<file path="config.mk">
export PLATFORM = sky130hd
export DESIGN_NAME = lyric_id_string_code_core
export DESIGN_NICKNAME = d
export VERILOG_FILES = /design/src/design/lisc_pkg.sv /design/src/design/lisc_mac.sv /design/src/design/lisc_seq.sv /design/src/design/lyric_id_string_code_core.sv
export SDC_FILE = /design/constraint.sdc
export NUM_CORES = 2
export LEC_CHECK = 0
export BUFFER_PORTS_ARGS = -buffer_cell sky130_fd_sc_hd__buf_2
export CAP_MARGIN = 25
export CORE_MARGIN = 2
export CORE_UTILIZATION = 45
export CTS_CLUSTER_SIZE = 14
export DETAILED_ROUTE_END_ITERATION = 12
export PLACE_DENSITY = 0.65
export SYNTH_ARGS = -nofsm -noshare
export SYNTH_HDL_FRONTEND = slang
export SYNTH_HIERARCHICAL = 1
export SYNTH_SLANG_ARGS = --single-unit
</file>
<file path="constraint.sdc">
create_clock -name aclk -period 26.5 [get_ports aclk]
set_clock_uncertainty 0.15 [all_clocks]
set_input_delay 0 -clock aclk [delete_from_list [all_inputs] [get_ports aclk]]
set_output_delay 0 -clock aclk [all_outputs]
set_load 0.005 [all_outputs]
</file>
<file path="src/design/lisc_pkg.sv">
// Package for the lyric id string code block: sequencer states, shared unit
// operations, control struct, multiplier constants and the id key function.
// No dependencies.
package lisc_pkg;

    localparam logic [31:0] FWD_MULT_EVEN = 32'd9;
    localparam logic [31:0] FWD_MULT_ODD  = 32'd17;
    localparam logic [31:0] WGT_MULT_EVEN = 32'd17;
    localparam logic [31:0] WGT_MULT_ODD  = 32'd33;

    localparam logic [31:0] ID_BYTE0_MASK = 32'h0000_00FF;
    localparam logic [31:0] ID_BYTE1_MASK = 32'h0000_FF00;
    localparam logic [31:0] ID_BYTE2_MASK = 32'h00FF_0000;
    localparam logic [31:0] ID_BYTE3_MASK = 32'hFF00_0000;

    typedef enum logic [2:0] {
        ST_IDLE,
        ST_FWD,
        ST_REV,
        ST_WGT,
        ST_MIX,
        ST_MUL1,
        ST_MUL2
    } state_t;

    typedef enum logic [2:0] {
        OP_NONE,
        OP_FWD,
        OP_REV,
        OP_WGT,
        OP_MIX,
        OP_MUL1,
        OP_MUL2
    } op_t;

    // status into the sequencer
    typedef struct packed {
        logic in_valid;
        logic in_no_byte;
        logic in_last;
        logic item_last;
        logic out_busy;
    } seq_status_t;

    // control out of the sequencer
    typedef struct packed {
        logic in_ready;
        op_t  op;
        logic code_load;
    } seq_ctrl_t;

    // key from the song id: bytes rearranged, a zero id byte 2 or 3 replaced by the inverted id byte 1 or 0
    function automatic logic [31:0] make_key(input logic [31:0] id);
        logic [7:0] b0;
        logic [7:0] b1;
        logic [7:0] b2;
        logic [7:0] b3;
        logic [7:0] k2;
        logic [7:0] k0;
        b0 = 8'((id & ID_BYTE0_MASK) >> 0);
        b1 = 8'((id & ID_BYTE1_MASK) >> 8);
        b2 = 8'((id & ID_BYTE2_MASK) >> 16);
        b3 = 8'((id & ID_BYTE3_MASK) >> 24);
        k2 = (b2 == 8'd0) ? ~b1 : b2;
        k0 = (b3 == 8'd0) ? ~b0 : b3;
        return {b0, k2, b1, k0};
    endfunction

endpackage

</file>
<file path="src/design/lisc_mac.sv">
// Shared multiply-add unit: res = a * b + c, modulo 2^32.
// Depends on nothing; destination registers sit in the top level.
module lisc_mac (
    input  logic [31:0] op_a,
    input  logic [31:0] op_b,
    input  logic [31:0] op_c,
    output logic [31:0] res
);

    logic [31:0] prod;

    assign prod = op_a * op_b;
    assign res  = prod + op_c;

endmodule

</file>
<file path="src/design/lisc_seq.sv">
// Sequencer for the lyric id string code block: steps one transaction
// through the shared multiply-add unit. Depends on lisc_pkg.
module lisc_seq import lisc_pkg::*; (
    input  logic        aclk,
    input  logic        aresetn,
    input  seq_status_t status,
    output seq_ctrl_t   ctrl
);

    state_t state_reg;
    state_t state_next;

    always_ff @(posedge aclk) begin
        if (!aresetn) begin
            state_reg <= ST_IDLE;
        end else begin
            state_reg <= state_next;
        end
    end

    always_comb begin
        state_next = state_reg;
        case (state_reg)
            ST_IDLE: begin
                if (status.in_valid) begin
                    if (!status.in_no_byte) begin
                        state_next = ST_FWD;
                    end else if (status.in_last) begin
                        state_next = ST_MIX;
                    end
                end
            end
            ST_FWD:  state_next = ST_REV;
            ST_REV:  state_next = ST_WGT;
            ST_WGT:  state_next = status.item_last ? ST_MIX : ST_IDLE;
            ST_MIX:  state_next = ST_MUL1;
            ST_MUL1: state_next = ST_MUL2;
            ST_MUL2: begin
                if (!status.out_busy) begin
                    state_next = ST_IDLE;
                end
            end
            default: state_next = ST_IDLE;
        endcase
    end

    always_comb begin
        ctrl.in_ready  = 1'b0;
        ctrl.op        = OP_NONE;
        ctrl.code_load = 1'b0;
        case (state_reg)
            ST_IDLE: ctrl.in_ready = 1'b1;
            ST_FWD:  ctrl.op = OP_FWD;
            ST_REV:  ctrl.op = OP_REV;
            ST_WGT:  ctrl.op = OP_WGT;
            ST_MIX:  ctrl.op = OP_MIX;
            ST_MUL1: ctrl.op = OP_MUL1;
            ST_MUL2: begin
                ctrl.op        = OP_MUL2;
                ctrl.code_load = !status.out_busy;
            end
            default: ctrl.op = OP_NONE;
        endcase
    end

endmodule

</file>
<file path="src/design/lyric_id_string_code_core.sv">
// Top level of the lyric id string code block: hash and weight registers,
// operand selection, output register. Depends on lisc_pkg, lisc_mac, lisc_seq.
//
//  channel | signals                                        | role
//  --------+------------------------------------------------+-----------------------
//  s_      | s_valid s_ready s_data_byte s_no_byte          | string byte in, last
//          | s_last_byte s_song_id                          | mark and song id
//  m_      | m_valid m_ready m_code                         | verification code out
//  cfg_    | cfg_valid cfg_ready cfg_byte_is_signed         | sign-extend setting
//
// A transaction carrying a byte is accepted, then runs the forward hash, reverse
// hash and weight update on the one shared multiply-add unit. An empty, non-last
// transaction is only accepted. A last transaction adds the code combine (mix,
// two multiplies), then the code sits in the output register.
// Reset (aresetn low, synchronous) clears hashes and parity, and sets the weight and
// the sign-extend setting to 1. A result not yet taken holds only the final multiply
// step; the input side stays ready while the code waits, until the next code reaches it.
module lyric_id_string_code_core import lisc_pkg::*; (
    input  logic               aclk,
    input  logic               aresetn,
    input  logic               s_valid,
    output logic               s_ready,
    input  logic [7:0]         s_data_byte,
    input  logic               s_no_byte,
    input  logic               s_last_byte,
    input  logic [31:0]        s_song_id,
    output logic               m_valid,
    input  logic               m_ready,
    output logic signed [31:0] m_code,
    input  logic               cfg_valid,
    output logic               cfg_ready,
    input  logic               cfg_byte_is_signed
);

    seq_status_t status;
    seq_ctrl_t   ctrl;

    // architectural string state
    logic [31:0] fwd_hash_reg;
    logic [31:0] rev_hash_reg;
    logic [31:0] weight_reg;
    logic        parity_reg;
    logic        sign_reg;

    // per-transaction working registers
    logic [31:0] byte_val_reg;
    logic [31:0] song_id_reg;
    logic        last_reg;
    logic [31:0] acc_reg;

    // output register
    logic               m_valid_reg;
    logic signed [31:0] code_reg;

    logic [31:0] mac_a;
    logic [31:0] mac_b;
    logic [31:0] mac_c;
    logic [31:0] mac_res;
    logic [31:0] key;
    logic [31:0] byte_ext;
    logic        accept;

    assign cfg_ready = 1'b1;
    assign s_ready   = ctrl.in_ready;
    assign accept    = s_valid && ctrl.in_ready;
    assign m_valid   = m_valid_reg;
    assign m_code    = code_reg;

    assign status.in_valid   = s_valid;
    assign status.in_no_byte = s_no_byte;
    assign status.in_last    = s_last_byte;
    assign status.item_last  = last_reg;
    assign status.out_busy   = m_valid_reg && !m_ready;

    assign key      = make_key(song_id_reg);
    assign byte_ext = {{24{sign_reg & s_data_byte[7]}}, s_data_byte};

    lisc_seq u_seq (
        .aclk    (aclk),
        .aresetn (aresetn),
        .status  (status),
        .ctrl    (ctrl)
    );

    // operand selection for the shared unit
    always_comb begin
        mac_a = 32'd0;
        mac_b = 32'd0;
        mac_c = 32'd0;
        case (ctrl.op)
            OP_FWD: begin
                mac_a = fwd_hash_reg;
                mac_b = parity_reg ? FWD_MULT_ODD : FWD_MULT_EVEN;
                mac_c = byte_val_reg;
            end
            OP_REV: begin
                mac_a = byte_val_reg;
                mac_b = weight_reg;
                mac_c = rev_hash_reg;
            end
            OP_WGT: begin
                mac_a = weight_reg;
                mac_b = parity_reg ? WGT_MULT_ODD : WGT_MULT_EVEN;
            end
            OP_MIX: begin
                // add as a multiply by one
                mac_a = rev_hash_reg ^ key;
                mac_b = 32'd1;
                mac_c = fwd_hash_reg | song_id_reg;
            end
            OP_MUL1: begin
                mac_a = acc_reg;
                mac_b = fwd_hash_reg | key;
            end
            OP_MUL2: begin
                mac_a = acc_reg;
                mac_b = rev_hash_reg ^ song_id_reg;
            end
            default: begin
                mac_a = 32'd0;
            end
        endcase
    end

    lisc_mac u_mac (
        .op_a (mac_a),
        .op_b (mac_b),
        .op_c (mac_c),
        .res  (mac_res)
    );

    // capture of the incoming transaction, the accumulator and the code register
    always_ff @(posedge aclk) begin
        if (accept) begin
            byte_val_reg <= byte_ext;
            song_id_reg  <= s_song_id;
            last_reg     <= s_last_byte;
        end
        if (ctrl.op == OP_MIX || ctrl.op == OP_MUL1) begin
            acc_reg <= mac_res;
        end
        if (ctrl.code_load) begin
            code_reg <= mac_res;
        end
    end

    // string state; back to its reset values once the code is formed
    always_ff @(posedge aclk) begin
        if (!aresetn) begin
            fwd_hash_reg <= 32'd0;
            rev_hash_reg <= 32'd0;
            weight_reg   <= 32'd1;
            parity_reg   <= 1'b0;
        end else if (ctrl.code_load) begin
            fwd_hash_reg <= 32'd0;
            rev_hash_reg <= 32'd0;
            weight_reg   <= 32'd1;
            parity_reg   <= 1'b0;
        end else begin
            if (ctrl.op == OP_FWD) begin
                fwd_hash_reg <= mac_res;
            end
            if (ctrl.op == OP_REV) begin
                rev_hash_reg <= mac_res;
            end
            if (ctrl.op == OP_WGT) begin
                weight_reg <= mac_res;
                parity_reg <= !parity_reg;
            end
        end
    end

    // settings and output handshake
    always_ff @(posedge aclk) begin
        if (!aresetn) begin
            sign_reg    <= 1'b1;
            m_valid_reg <= 1'b0;
        end else begin
            if (cfg_valid) begin
                sign_reg <= cfg_byte_is_signed;
            end
            if (ctrl.code_load) begin
                m_valid_reg <= 1'b1;
            end else if (m_ready) begin
                m_valid_reg <= 1'b0;
            end
        end
    end

endmodule

</file>
After elaboration in Yosys (flattened, before gate mapping)
Index checks and enable logic that the tools add are counted.

operators by class
  multipliers = 1
  bitwise logic cells = 8
  multiplexer cells = 18
  $add $sub $neg = 1
  equality and inequality tests = 15
  reduce and logical (&&, ||, !) cells = 13

operators with widths
  cell                                                                    number
  32-bit case mux with 6 select lines                                     1
  32-bit case mux with 5 select lines                                     1
  32-bit case mux with 3 select lines                                     1
  32-bit bitwise OR                                                       2
  32-bit bitwise XOR                                                      2
  32-bit adder                                                            1
  32-bit by 32-bit multiplier with 32-bit output                          1
  3-bit case mux with 7 select lines                                      1
  3-bit equality test (second input constant)                             6
  3-bit case mux with 6 select lines                                      1
  8-bit zero test                                                         2
  8-bit 2-to-1 mux                                                        2
  8-bit inverter                                                          2
  3-bit 2-to-1 mux                                                        5
  3-bit by 2-bit equality test with 1-bit output (second input constant)  4
  3-bit by 1-bit equality test with 1-bit output (second input constant)  2
  6-bit 2-to-1 mux                                                        1
  5-bit 2-to-1 mux                                                        1
  1-bit 2-to-1 mux                                                        4
  2-bit inequality test (second input constant)                           2
  2-bit OR reduction                                                      2
  1-bit zero test                                                         3
  3-bit zero test                                                         1
  3-bit inequality test (second input constant)                           1
  other kinds (6)                                                         7

storage, ports and cells
  output and inout port bits = 35
  flip-flop bits (word level) = 208
  input bits = 48
  logic and storage cells = 68

Depth between registers and ports, before layout
  word-level depth = 7
  gate-level depth with buffers = 38
  gate-level depth less buffers = 33

By module
Netlist, hierarchy kept.

modules (own cells, without submodules)
  module                     instances  seq. area each (sq um)  cells an instance  area each (sq um)
  lisc_mac                   1          0.0                     1879               16985.0
  lyric_id_string_code_core  1          5165.0                  1029               9730.6
  lisc_seq                   1          60.1                    24                 217.7

Worst setup path after synthesis
Ideal clock, no wire load.

  path type = register to register
  start point = register u_seq.state_reg[1]
  end point = register fwd_hash_reg[28]
  library setup time = 70 ps
  path slack = 16578 ps
  stages on the path, launching flop included = 33
  period minus slack after synthesis = 9922 ps
  required time = 26280 ps
  data arrival time = 9702 ps
  path buffers = 3
  cells stage by stage = dfxtp_1 -> clkbuf_2 -> a21boi_0 -> nor2b_1 -> nand2_1 -> clkbuf_1 -> o21ai_0 -> clkbuf_1 -> and2_1 -> fa_1 -> fa_1 -> fa_1 -> inv_1 -> fa_1 -> inv_1 -> fa_1 -> inv_1 -> fa_1 -> inv_1 -> fa_1 -> inv_1 -> fa_1 -> inv_1 -> ha_1 -> and3_1 -> nand4_1 -> or2_1 -> o221ai_2 -> a211oi_1 -> or4_1 -> o2111ai_1 -> nand2_1 -> a21oi_1

RTL lines
  what                      RTL line                          RTL
  start: declaration        lisc_seq.sv:10                    state_t state_reg;
  start signal: assignment  lisc_seq.sv:17                    state_reg <= state_next;
  end signal: assignment    lyric_id_string_code_core.sv:161  fwd_hash_reg <= mac_res;
  end: declaration          lyric_id_string_code_core.sv:39   logic [31:0] fwd_hash_reg;

==> impl_metrics.tcl <==
set metrics [dict create \
    synth_edf_count 106 \
    die_y_um 248.6 \
    synth_area_leaders "fa_1 33%, edfxtp_1 12%, and2_1 8.7%, dfxtp_1 7.6%, inv_1 6.9%" \
    ff_latch_area_mm2 0.005225 \
    die_w_um 248.6 \
    wl_per_cell_um 21.94 \
    hpwl_um 60190 \
    crit_type "flop to flop" \
    critical-path-slowest-cell "a221o_1" \
    cts_max_level 1 \
    routed_wl_um 82850 \
    min_path_type "input port to flop" \
    gr-usage-all-layers 0.2725 \
    cts_tree "built" \
    rsz0062_at_grt "false" \
    drc 0 \
    netlist_area_mm2 0.02693 \
    synth_common_cells "497 x inv_1, 438 x fa_1, 414 x nand2_1, 373 x and2_1, 131 x a21oi_1" \
    numCtsBuffers 21 \
    synth_area_per_cell_um2 9.186 \
    multi_input_area_mm2 0.01931 \
    fin_crit_ps 10840 \
    grt_overflow 0 \
    synth_cells 2932 \
    synth_top_area_cell "fa_1" \
    max_cap_violations 0 \
    finalSetupTns_ps 0 \
    synthArstFlopShare 0 \
    first_pass_iters 7 \
    ys_types 78 \
    final_antenna_net_count 0 \
    grt_max_degree 66 \
    num_rows 89 \
    finalSetupViolCount 0 \
    nets 3598 \
    endpoint_kind "flop" \
    syn2layout_area_growth_pct 9.672 \
    die_area_mm2 0.06182 \
    place_inst 3684 \
    io-pin-count 83 \
    outcome "completed" \
    r2r_slack_ps 15660 \
    cp.arrival_ps 11130 \
    drt_iter0_markers 1579 \
    synth_warnings 6 \
    slew_headroom 0.2836 \
    required_ps 26800 \
    via_count 21089 \
    fillers 5427 \
    synth_seq_cells 208 \
    numPortBuffers 81 \
    p_per_area_mw_per_mm2 52.29 \
    synthesis.nets 3542 \
    ir_drop_v 0.00005981 \
    tightest_slew_ps 1075 \
    grt_pass1_vias 22873 \
    instances_no_fill 3776 \
    start_util 0.4555 \
    p_leak_nw 13.01 \
    synth_flop_cell "edfxtp_1" \
    post_cts_buffers 0 \
    slowest_delay_ps 960 \
    cts_sinks 208 \
    finalMaxSlewViolations 0 \
    grt_pass1_wl_um 130700 \
    viasPerCell 5.585 \
    core_area_mm2 0.05913 \
    clkSlewWorstSetupHoldPaths_ps 70 \
    final_util 0.4995 \
    clk_latency_ps 530 \
    antenna_found_initial 2 \
    start_kind "flop" \
    cts.root.buffer_cell "clkbuf_16" \
    fmax_mhz 92.29 \
    drive_gt1_frac 0.08228 \
    final_hold_viol_count 0 \
    period_share 0.4089 \
    synth_top_area_frac 0.3256 \
    synth.most_common_cell "inv_1" \
    routabilityCongestion 0.9083 \
    clk_path_buf_depth 3 \
    cp_max_fo 55 \
    ys_seq_area_frac 0.1940 \
]
==> area by class of cell <==
class	count	share of cell area
flip-flops and latches	208	0.1769
multi-input cells	2062	0.6536
diodes	1	0.00008472
well taps	773	0.03274
clock buffers	29	0.01948
clock inverters	8	0.004321
repair buffers	197	0.04956
inverters	498	0.06328
==> metrics by stage <==
stage	cell area [um^2]	power (W)	hold slack, ps	setup slack (ps)
5_1_grt	29540	0.001633	29.05	15170
4_1_cts	29470	0.001538	16.60	15730
2_1_floorplan	26930	0.0009113	-88.06	16580
3_3_place_gp	28220	0.001201	26.52	16010
6_report	29540	0.001545	35.42	15660
3_5_place_dp	28260	0.001211	28.10	15820
==> routing by layer <==
| metal | routed length (um) | global-route usage | vias up | part of all wire |
|---|---|---|---|---|
| li1 | - | - | 9274 | - |
| met1 | 33650 | 0.3567 | 10687 | 0.41 |
| met4 | 3592 | 0.1091 | 0 | 0.043 |
| met5 | 0 | 0 | - | 0 |
| met2 | 39830 | 0.4640 | 916 | 0.48 |
| met3 | 5775 | 0.02973 | 212 | 0.070 |
==> cells by family (layout without fill, tap and decap cells) <==
kind of cell / Yosys count / in the layout / share of synthesized area
other: 1 / 2 / 0.0001392
multiplexers: 24 / 24 / 0.009941
AND/OR/NAND/NOR: 953 / 953 / 0.1789
flip-flops: 208 / 208 / 0.1940
AO/OA/AOI/OAI: 388 / 388 / 0.09477
buffers and inverters: 662 / 732 / 0.09500
XOR/XNOR: 134 / 134 / 0.04409
adder cells (fa/ha/maj): 562 / 562 / 0.3832
==> where the power goes <==
group	internal (W)	leakage [nW]	total, W	switching, W
Sequential	0.000399	1.82	0.000438	0.0000385
Clock	0.000182	0.341	0.000313	0.000131
Combinational	0.000247	10.9	0.000794	0.000546
Total	0.000829	13.0	0.00154	0.000716
==> worst max-delay path: cells and delay by family (launching register included) <==
family | cells | cell delay, ps
compound gates | 7 | 2640
xor+xnor | 1 | 470
fa+ha+maj | 9 | 3880
buf+inv | 10 | 1450
flops | 1 | 540
simple gates | 5 | 1540
==> repair_timing <==
| item | 4_1_cts | 5_1_grt |
|---|---|---|
| hold endpoints to repair | 78 | 0 |
| gates resized for setup | 0 | 0 |
| hold buffers | 51 | 0 |
==> layout by cell type, fill, tap and decap left out, types with 5 or more instances in the layout <==
master / n
inv_1: 497
fa_1: 438
nand2_1: 411
and2_1: 371
a21oi_1: 131
ha_1: 124
edfxtp_1: 106
dfxtp_1: 102
buf_2: 81
xnor2_1: 74
o21ai_0: 64
a22oi_1: 63
buf_4: 61
xor2_1: 59
dlygate4sd3_1: 51
nand3_1: 45
nor2_1: 34
clkbuf_16: 21
nor3_1: 18
mux2_2: 16
o221ai_2: 12
o21ai_1: 12
nor2b_1: 11
nand2b_1: 11
a31oi_1: 10
o221ai_1: 10
a21o_1: 10
a32o_1: 8
a221o_1: 8
a221oi_1: 8
nor3_2: 7
o21a_1: 6
mux2_1: 6
a22o_1: 6
nor3b_1: 6
clkbuf_1: 6
nor4_1: 5
==> final timing paths <==
check / start / end / cells after the start
min: s_data_byte[0] / byte_val_reg[0] / 2
max: u_seq/state_reg[1] / fwd_hash_reg[30] / 32
min reg2reg: weight_reg[5] / weight_reg[5] / 2
max reg2reg: u_seq/state_reg[1] / fwd_hash_reg[30] / 32
(Power assumes the default switching activity.)
